===== src/rtl/modexp_pkg.sv =====
// Shared constants and unit interface types of the modular exponentiation block.
// Depends on nothing; used by modexp_mulmod and modular_exponentiation.
package modexp_pkg;

  localparam int OPERAND_WIDTH = 48;
  localparam int CNT_W         = $clog2(OPERAND_WIDTH);

  typedef logic [OPERAND_WIDTH-1:0] operand_t;

  typedef struct packed {
    logic     start;
    operand_t a;
    operand_t b;
    operand_t m;
  } mm_req_t;

  typedef struct packed {
    logic     done;
    operand_t result;
  } mm_rsp_t;

endpackage


===== src/rtl/modexp_mulmod.sv =====
// Serial modular multiplier: (a * b) mod m by double-and-add, one multiplier bit per cycle.
// Depends on modexp_pkg. Operand a must already be below m, and m must be nonzero.
module modexp_mulmod (
  input  logic                clk,
  input  logic                rst_n,
  input  modexp_pkg::mm_req_t req,
  output modexp_pkg::mm_rsp_t rsp
);

  localparam int W = modexp_pkg::OPERAND_WIDTH;

  logic                         busy_r;
  logic                         busy_nxt;
  logic                         done_r;
  logic                         done_nxt;
  logic [modexp_pkg::CNT_W-1:0] cnt_r;
  logic [modexp_pkg::CNT_W-1:0] cnt_nxt;
  modexp_pkg::operand_t         acc_r;
  modexp_pkg::operand_t         acc_nxt;
  modexp_pkg::operand_t         a_r;
  modexp_pkg::operand_t         a_nxt;
  modexp_pkg::operand_t         b_r;
  modexp_pkg::operand_t         b_nxt;
  modexp_pkg::operand_t         mod_r;
  modexp_pkg::operand_t         mod_nxt;
  logic [W+1:0]                 sum;
  logic [W+1:0]                 diff1;
  logic [W+1:0]                 diff2;

  // 2*acc + bit*a stays below 3m: subtract m or 2m where it fits
  always_comb begin
    sum   = {1'b0, acc_r, 1'b0} + {2'b00, (b_r[W-1] ? a_r : '0)};
    diff1 = sum - {2'b00, mod_r};
    diff2 = sum - {1'b0, mod_r, 1'b0};
  end

  always_comb begin
    busy_nxt = busy_r;
    done_nxt = 1'b0;
    cnt_nxt  = cnt_r;
    acc_nxt  = acc_r;
    a_nxt    = a_r;
    b_nxt    = b_r;
    mod_nxt  = mod_r;
    if (busy_r) begin
      priority if (!diff2[W+1]) begin
        acc_nxt = diff2[W-1:0];
      end else if (!diff1[W+1]) begin
        acc_nxt = diff1[W-1:0];
      end else begin
        acc_nxt = sum[W-1:0];
      end
      b_nxt = {b_r[W-2:0], 1'b0};
      if (cnt_r == '0) begin
        busy_nxt = 1'b0;
        done_nxt = 1'b1;
      end else begin
        cnt_nxt = cnt_r - 1'b1;
      end
    end else if (req.start) begin
      busy_nxt = 1'b1;
      cnt_nxt  = modexp_pkg::CNT_W'(W - 1);
      acc_nxt  = '0;
      a_nxt    = req.a;
      b_nxt    = req.b;
      mod_nxt  = req.m;
    end
  end

  always_ff @(posedge clk) begin
    if (!rst_n) begin
      busy_r <= 1'b0;
      done_r <= 1'b0;
    end else begin
      busy_r <= busy_nxt;
      done_r <= done_nxt;
    end
  end

  always_ff @(posedge clk) begin
    cnt_r <= cnt_nxt;
    acc_r <= acc_nxt;
    a_r   <= a_nxt;
    b_r   <= b_nxt;
    mod_r <= mod_nxt;
  end

  assign rsp.done   = done_r;
  assign rsp.result = acc_r;

  a_acc_reduced: assert property (@(posedge clk) disable iff (!rst_n)
    busy_r |-> (acc_r < mod_r))
    else $error("partial product not reduced");

  a_done_once: assert property (@(posedge clk) disable iff (!rst_n)
    done_r |=> !done_r)
    else $error("multiplier done held two cycles");

  a_start_idle: assert property (@(posedge clk) disable iff (!rst_n)
    (busy_r && cnt_r != '0) |=> busy_r && !done_r)
    else $error("multiplier finished early");

endmodule


===== src/rtl/modular_exponentiation.sv =====
// Top level of the modular exponentiation block: sequencer around one serial modular multiplier.
// Depends on modexp_pkg and modexp_mulmod.
//
// Computes base ** exponent mod modulus by right-to-left square-and-multiply. An item is taken
// when start is high and busy is low. A zero exponent returns 1 and a zero modulus (with nonzero
// exponent) returns 0, both in the cycle after the item is taken, and busy stays low for them.
// Every other item raises busy until its result is out. The result appears on
// out_power_result for exactly one cycle with out_valid high and cannot be held off.
// Every step runs on the shared bit-serial multiplier, one modular product at a time: one reduction
// of the base, one product for each one bit of the exponent and one square for each bit below
// the highest one, plus a decision state (S_CHK) for each bit.
module modular_exponentiation (
  input  logic                 clk,
  input  logic                 rst_n,
  input  logic                 start,
  output logic                 busy,
  input  modexp_pkg::operand_t in_base,
  input  modexp_pkg::operand_t in_exponent,
  input  modexp_pkg::operand_t in_modulus,
  output logic                 out_valid,
  output modexp_pkg::operand_t out_power_result
);

  localparam int W = modexp_pkg::OPERAND_WIDTH;

  typedef enum logic [4:0] {
    S_IDLE = 5'b00001,
    S_RED  = 5'b00010,
    S_CHK  = 5'b00100,
    S_MUL  = 5'b01000,
    S_SQR  = 5'b10000
  } state_t;

  state_t               state_r;
  state_t               state_nxt;
  logic                 out_valid_r;
  logic                 out_valid_nxt;
  modexp_pkg::operand_t out_res_r;
  modexp_pkg::operand_t out_res_nxt;
  modexp_pkg::operand_t acc_r;
  modexp_pkg::operand_t acc_nxt;
  modexp_pkg::operand_t sq_r;
  modexp_pkg::operand_t sq_nxt;
  modexp_pkg::operand_t exp_r;
  modexp_pkg::operand_t exp_nxt;
  modexp_pkg::operand_t mod_r;
  modexp_pkg::operand_t mod_nxt;
  modexp_pkg::operand_t one_mod;
  modexp_pkg::mm_req_t  mm_req;
  modexp_pkg::mm_rsp_t  mm_rsp;

  modexp_mulmod u_mulmod (
    .clk   (clk),
    .rst_n (rst_n),
    .req   (mm_req),
    .rsp   (mm_rsp)
  );

  assign one_mod = (in_modulus == W'(1)) ? '0 : W'(1);

  always_comb begin
    state_nxt     = state_r;
    out_valid_nxt = 1'b0;
    out_res_nxt   = out_res_r;
    acc_nxt       = acc_r;
    sq_nxt        = sq_r;
    exp_nxt       = exp_r;
    mod_nxt       = mod_r;
    mm_req.start  = 1'b0;
    mm_req.a      = acc_r;
    mm_req.b      = sq_r;
    mm_req.m      = mod_r;
    unique case (state_r)
      S_IDLE: begin
        if (start) begin
          exp_nxt = in_exponent;
          mod_nxt = in_modulus;
          priority if (in_exponent == '0) begin
            out_valid_nxt = 1'b1;
            out_res_nxt   = W'(1);
          end else if (in_modulus == '0) begin
            out_valid_nxt = 1'b1;
            out_res_nxt   = '0;
          end else begin
            // reduce the base as one_mod * base
            acc_nxt      = one_mod;
            mm_req.start = 1'b1;
            mm_req.a     = one_mod;
            mm_req.b     = in_base;
            mm_req.m     = in_modulus;
            state_nxt    = S_RED;
          end
        end
      end
      S_RED: begin
        if (mm_rsp.done) begin
          sq_nxt    = mm_rsp.result;
          state_nxt = S_CHK;
        end
      end
      S_CHK: begin
        mm_req.start = 1'b1;
        if (exp_r[0]) begin
          state_nxt = S_MUL;
        end else begin
          mm_req.a  = sq_r;
          exp_nxt   = {1'b0, exp_r[W-1:1]};
          state_nxt = S_SQR;
        end
      end
      S_MUL: begin
        if (mm_rsp.done) begin
          acc_nxt = mm_rsp.result;
          exp_nxt = {1'b0, exp_r[W-1:1]};
          if (exp_r[W-1:1] == '0) begin
            out_valid_nxt = 1'b1;
            out_res_nxt   = mm_rsp.result;
            state_nxt     = S_IDLE;
          end else begin
            mm_req.start = 1'b1;
            mm_req.a     = sq_r;
            state_nxt    = S_SQR;
          end
        end
      end
      S_SQR: begin
        if (mm_rsp.done) begin
          sq_nxt    = mm_rsp.result;
          state_nxt = S_CHK;
        end
      end
      default: begin
        state_nxt = S_IDLE;
      end
    endcase
  end

  always_ff @(posedge clk) begin
    if (!rst_n) begin
      state_r     <= S_IDLE;
      out_valid_r <= 1'b0;
    end else begin
      state_r     <= state_nxt;
      out_valid_r <= out_valid_nxt;
    end
  end

  always_ff @(posedge clk) begin
    out_res_r <= out_res_nxt;
    acc_r     <= acc_nxt;
    sq_r      <= sq_nxt;
    exp_r     <= exp_nxt;
    mod_r     <= mod_nxt;
  end

  assign busy             = (state_r != S_IDLE);
  assign out_valid        = out_valid_r;
  assign out_power_result = out_res_r;

  a_zero_exp: assert property (@(posedge clk) disable iff (!rst_n)
    (start && !busy && in_exponent == '0) |=> (out_valid && out_power_result == W'(1)))
    else $error("zero exponent must return one");

  a_strobe_idle: assert property (@(posedge clk) disable iff (!rst_n)
    out_valid_r |-> (state_r == S_IDLE))
    else $error("result strobe while busy");

  a_chk_exp: assert property (@(posedge clk) disable iff (!rst_n)
    (state_r == S_CHK) |-> (exp_r != '0))
    else $error("exponent exhausted before result");

  a_done_busy: assert property (@(posedge clk) disable iff (!rst_n)
    mm_rsp.done |-> (state_r == S_RED || state_r == S_MUL || state_r == S_SQR))
    else $error("product finished outside a waiting state");

  a_result_reduced: assert property (@(posedge clk) disable iff (!rst_n)
    ((state_r == S_MUL) && mm_rsp.done) |-> (mm_rsp.result < mod_r))
    else $error("product not reduced");

endmodule

===== config.mk =====
export PLATFORM = sky130hd
export DESIGN_NAME = modular_exponentiation
export DESIGN_NICKNAME = d
export VERILOG_FILES = /design/src/rtl/modexp_pkg.sv /design/src/rtl/modexp_mulmod.sv /design/src/rtl/modular_exponentiation.sv
export SDC_FILE = /design/constraint.sdc
export NUM_CORES = 1
export LEC_CHECK = 0
export BUFFER_PORTS_ARGS = -buffer_cell sky130_fd_sc_hd__buf_2
export CORE_UTILIZATION = 50
export DETAILED_ROUTE_END_ITERATION = 10
export PLACE_DENSITY = 0.74
export SLEW_MARGIN = 20
export SYNTH_ARGS = -nofsm -noshare
export SYNTH_HDL_FRONTEND = slang
export SYNTH_SLANG_ARGS = --single-unit

===== constraint.sdc =====
create_clock -name clk -period 7.3 [get_ports clk]
set_clock_uncertainty 0.2 [all_clocks]
set_input_delay 0 -clock clk [delete_from_list [all_inputs] [get_ports clk]]
set_output_delay 0 -clock clk [all_outputs]
set_load 0.02 [all_outputs]

### Word-level counts from Yosys, hierarchy flattened

Index checks and enable logic that the tools add are counted.

* bits in registers: 446
* bits of input ports: 147
* output and inout bits: 50
* logic and storage cells: 107

* add/sub/neg operators: 4
* eq/ne operators: 16
* muxes and demuxes: 52
* bitwise operators: 1
* reductions and logical operators: 18

Operator list (count)
* 48-bit 2-to-1 mux: 20
* 145-bit 2-to-1 mux: 3
* 48-bit case mux with 2 select lines: 2
* 49-bit case mux with 3 select lines: 1
* 48-bit case mux with 3 select lines: 1
* 49-bit 2-to-1 mux: 2
* 48-bit logical NOT: 2
* 96-bit 2-to-1 mux: 1
* 49-bit by 48-bit adder with 50-bit output: 1
* 50-bit by 48-bit subtractor with 50-bit output: 1
* 50-bit by 49-bit subtractor with 50-bit output: 1
* 48-bit by 1-bit == test with 1-bit output (second input constant): 1
* 47-bit logical NOT: 1
* 5-bit 2-to-1 mux: 7
* 5-bit case mux with 4 select lines: 1
* 6-bit 2-to-1 mux: 3
* 5-bit AND reduction: 3
* 2-bit != test (second input constant): 6
* 1-bit 2-to-1 mux: 10
* 2-bit AND reduction: 5
* 6-bit logical NOT: 1
* 6-bit by 1-bit subtractor with 6-bit output (second input constant): 1
* 5-bit by 1-bit == test with 1-bit output (second input constant): 1
* 5-bit by 2-bit == test with 1-bit output (second input constant): 1
* other kinds (13): 15

### Depth between registers and ports, before layout

* word-level depth: 8
* mapped depth: 27
* depth with buffers taken out: 24

### By module

Synthesis repeated with hierarchy kept, for this count alone.

* cell total of the unflattened synthesis: 2421
* area total of the unflattened synthesis: 26660.6 sq um

By module, submodules not included
* modexp_mulmod: times used 1, cells each 1684, area each 15852.7 sq um, seq. area each 5975.7 sq um
* modular_exponentiation: times used 1, cells each 737, area each 10807.9 sq um, seq. area each 7327.0 sq um

### Worst setup path before layout

OpenSTA, ideal clock, no wires.

* path type: flip-flop to flip-flop
* start point: reg state_r[3]
* end point: reg sq_r[0], enable pin
* data arrival time: 5.588 ns
* slack: 0.920 ns
* stages on the path, launching flop included: 3
* buffers on the path: 1
* cell sequence: dfxtp_1 > clkbuf_1 > nor4b_1

* longest elaborated chain between the ends: 3
* elaborated cells on any way between the ends: 4

RTL lines
* start, declared: RTL line modular_exponentiation.sv:34 `state_t state_r;`
* start signal, assigned: RTL line modular_exponentiation.sv:143 `state_r <= state_nxt;`
* 5-bit == test or 5-bit by 2-bit == test with 1-bit output (tied branches): RTL line modular_exponentiation.sv:73 `unique case (state_r)`
* 2-bit OR reduction (no line) (*)
* 2-bit AND reduction (no line) (*)
* end signal, assigned: RTL line modular_exponentiation.sv:151 `sq_r <= sq_nxt;`
* end, declared: RTL line modular_exponentiation.sv:42 `modexp_pkg::operand_t sq_r;`

Mark *: on every way between the ends. The rest lies on a longest branch, timed or not.
A chain may end at the register's enable or synchronous reset.

### Final worst setup path

* start point: reg u_mulmod.b_r[47]
* end point: reg u_mulmod.acc_r[2], data pin

* longest elaborated chain between the ends: 6
* elaborated cells on any way between the ends: 7

RTL lines
* start, declared: RTL line modexp_mulmod.sv:22 `modexp_pkg::operand_t b_r;`
* start signal, assigned: RTL line modexp_mulmod.sv:84 `b_r <= b_nxt;`
* 48-bit 2-to-1 mux (*): RTL line modexp_mulmod.sv:32 `sum = {1'b0, acc_r, 1'b0} + {2'b00, (b_r[W-1] ? a_r : '0)};`
* 49-bit by 48-bit adder with 50-bit output (*): RTL line modexp_mulmod.sv:32
* 50-bit by 48-bit subtractor with 50-bit output: RTL line modexp_mulmod.sv:33 `diff1 = sum - {2'b00, mod_r};`
* 48-bit 2-to-1 mux: RTL line modexp_mulmod.sv:48 `end else if (!diff1[W+1]) begin`
* 48-bit 2-to-1 mux (*): RTL line modexp_mulmod.sv:46 `priority if (!diff2[W+1]) begin`
* 48-bit 2-to-1 mux (*): RTL line modexp_mulmod.sv:45 `if (busy_r) begin`
* end signal, assigned: RTL line modexp_mulmod.sv:82 `acc_r <= acc_nxt;`
* end, declared: RTL line modexp_mulmod.sv:18 `modexp_pkg::operand_t acc_r;`

Marked as above.

==> results.ini <==
[route]
antenna_left=0
wl_per_cell_um=22.1
drt_iter0_drc=2065
num_vias=21304
drc=0
drt-total-wl_mm=77.8
viasPerCell=6.05
drt_pass1_iterations=5

[worst_setup_path]
cp_slowest_stage_delay_ps=470
crit_type=register to register
endpoint_kind=register
start_kind=register
worstPathCellList=and2_1 -> ha_1 -> fa_1 -> a211oi_2 -> o211ai_2 -> a41o_2 -> o21ai_1 -> nand2_1 -> a21o_1 -> a21oi_1 -> xnor2_1 -> ha_1 -> a21o_1 -> a31o_2 -> a221oi_2 -> nand3_1 -> o21ai_2 -> o21ai_0 -> a21oi_1 -> xor2_1 -> nor2_1 -> and2_0 -> a32o_1
crit_buf_inv=0
reg2reg_depth=23
slowest_stage=edfxtp_1
arrival_ps=7160
critical_path.top_delay_family=compound AO/OA/AOI/OAI gates
r2r_start=u_mulmod.b_r[47]
path_max_fanout=7
r2r_end=u_mulmod.acc_r[2]
crit_start=u_mulmod.b_r[47]
required_ps=7460
rrSetupSlack_ps=300

[flow_run]
maxCapViolCount=0

[clock_network]
cts.sinks=446
root_buffer=clkbuf_16
cts_buffers=48
htreeDepth=2
cts_tree=yes
cts_setup_buffers=0
path_clk_slew_ps=60
clk_path_buf_depth=3
clk_latency_ps=620

[finish]
synthToLayoutAreaGrowth_pct=20.2
seqCellArea_um2=13300
fin_nets=3084
nFillCells=4153
drive_above_1_share=0.145
multi_input_area_um2=12600

[synthesis]
ys_top_cells_by_area=edfxtp_1 49%, ha_1 6.8%, a21oi_1 3.7%, mux2i_1 3.2%, a22o_1 3.1%
netlist_instances=2420
synth_commonest_cells=437 x edfxtp_1, 197 x a21oi_1, 179 x nand2_1
synth_flop_cell=edfxtp_1
yosysMostFrequentCell=edfxtp_1
synth_top_area_share=0.493
synth_seq_cells=446
syn_area_um2=26600
syn_area_per_cell_um2=11.0
synth_seq_area_share=0.500
synthArstFlopShare=0
synth_edf_count=437
synth_warnings=0
synth_cell_types=92
yosys.area.top_type=edfxtp_1
synth_nets=2715

[sta]
relSlewSlack=0.235
hold_viol=0
min_period_ps=7000
finalSetupViolCount=0
postLayoutSetupSlackWorst_ps=299
setup_tns_ps=0
rsz0062_at_grt=no
finalMaxSlewViolations=0
tightest_slew_ps=1140
period_share=0.959
max_freq_mhz=143

[global_routing]
track_usage=0.282
grt_pass1_wl_mm=117
grt_max_degree=64
antenna_found_initial=2
overflow=0
grt_pass1_vias=20606

[floorplanning]
initial_core_util=0.506
io_pins=197
die_area_um2=54100
rows=84
chipHeight_um=233
core_um2=52600
fp.dieW_um=233

[worst_hold_path]
min_to=state_r[2]
hold_depth=3
hp-class=input pin to register
hold_start=rst_n

[power]
p_leak_uw=0.0128
fin_total_pwr_uw=13500
power_density_nw_per_um2=422
ir_worst_vdd_mv=0.257

[placement]
portBuffers=196
dp_hpwl_mm=55.2
dp_slack_ps=182
place_congestion=0.986

[run_status]
status=completed

==> sequential cells by signal (all words and copies together), names as in the netlist <==
signal / flops
sq_r: 48
exp_r: 48
u_mulmod.cnt_r: 6
out_valid: 1
state_r: 5
u_mulmod.busy_r: 1
mod_r: 48
u_mulmod.a_r: 48
out_power_result: 48
u_mulmod.mod_r: 48
u_mulmod.b_r: 48
u_mulmod.acc_r: 48
acc_r: 48
u_mulmod.done_r: 1
==> cells in the final DEF (no fill, tap or decap), types with 59 or more instances in the layout <==
master	instances
nand2_1	179
mux2i_1	85
a22o_1	93
a21oi_1	195
nor2_1	89
inv_1	104
o21ai_0	153
edfxtp_1	437
a21o_1	74
dlygate4sd3_1	196
buf_2	196
ha_1	144
xnor2_1	74
and2_1	103
xor2_1	59
==> final cells by class <==
cell class	instances	share of cell area
Sequential cell	446	0.416
Multi-Input combinational cell	1759	0.393
Timing Repair Buffer	429	0.101
Clock buffer	57	0.0393
Tap cell	688	0.0269
Inverter	105	0.0124
Clock inverter	32	0.0103
Antenna cell	3	0.000235
==> worst max-delay path by stage <==
stage,cells past startpoint,end
6_report,23,u_mulmod.acc_r[2]
5_1_grt,23,u_mulmod.acc_r[2]
4_1_cts,24,u_mulmod.acc_r[45]
3_5_place_dp,25,u_mulmod.acc_r[40]
3_3_place_gp,25,u_mulmod.acc_r[40]
2_1_floorplan,2,sq_r[0]
==> kinds of logic after synthesis <==
group | Yosys count | share of synthesized area
compound gates | 748 | 0.189
buf+inv | 215 | 0.0318
xor+xnor | 135 | 0.0445
mux | 133 | 0.0523
fa+ha+maj | 148 | 0.0705
flops | 446 | 0.500
simple gates | 595 | 0.112
==> metal layers <==
metal / track usage / wire, um / up-vias
met2: 0.434 / 34300 / 934
met1: 0.414 / 35800 / 10263
met5: 0 / 0 / -
met3: 0.0358 / 5400 / 143
li1: - / - / 9964
met4: 0.0827 / 2320 / 0
==> worst reg2reg max path, delay by kind of cell, from the launching register on <==
family          cells  cell delay (ps)
simple gates        5              870
xor+xnor            2              770
fa+ha+maj           3             1100
compound gates     13             3330
flops               1              470
==> power by group <==
part	total [uW]	switching [uW]	internal, uW
Sequential	3580	274	3300
Clock	2490	1070	1420
Combinational	7410	4580	2830
==> per-stage QoR <==
| stage | std cells | area [um^2] | hold slack (ps) | utilization |
|---|---|---|---|---|
| final | 3519 | 32000 | 46.1 | 0.608 |
| after global routing | 3519 | 32000 | 32.9 | 0.608 |
| after CTS | 3516 | 31900 | 5.84 | 0.607 |
| after detailed placement | 3231 | 28400 | 9.96 | 0.540 |
| after global placement | 3231 | 28400 | 7.75 | 0.540 |
| after floorplan | 2420 | 26600 | -104 | - |
==> what timing repair did <==
action / CTS / global route
hold buffers: 196 / 0
resized for setup: 0 / 11
hold endpoints to repair: 218 / 0
setup endpoints to repair: 0 / 48
No activity file was read; power rests on OpenSTA's default activity.
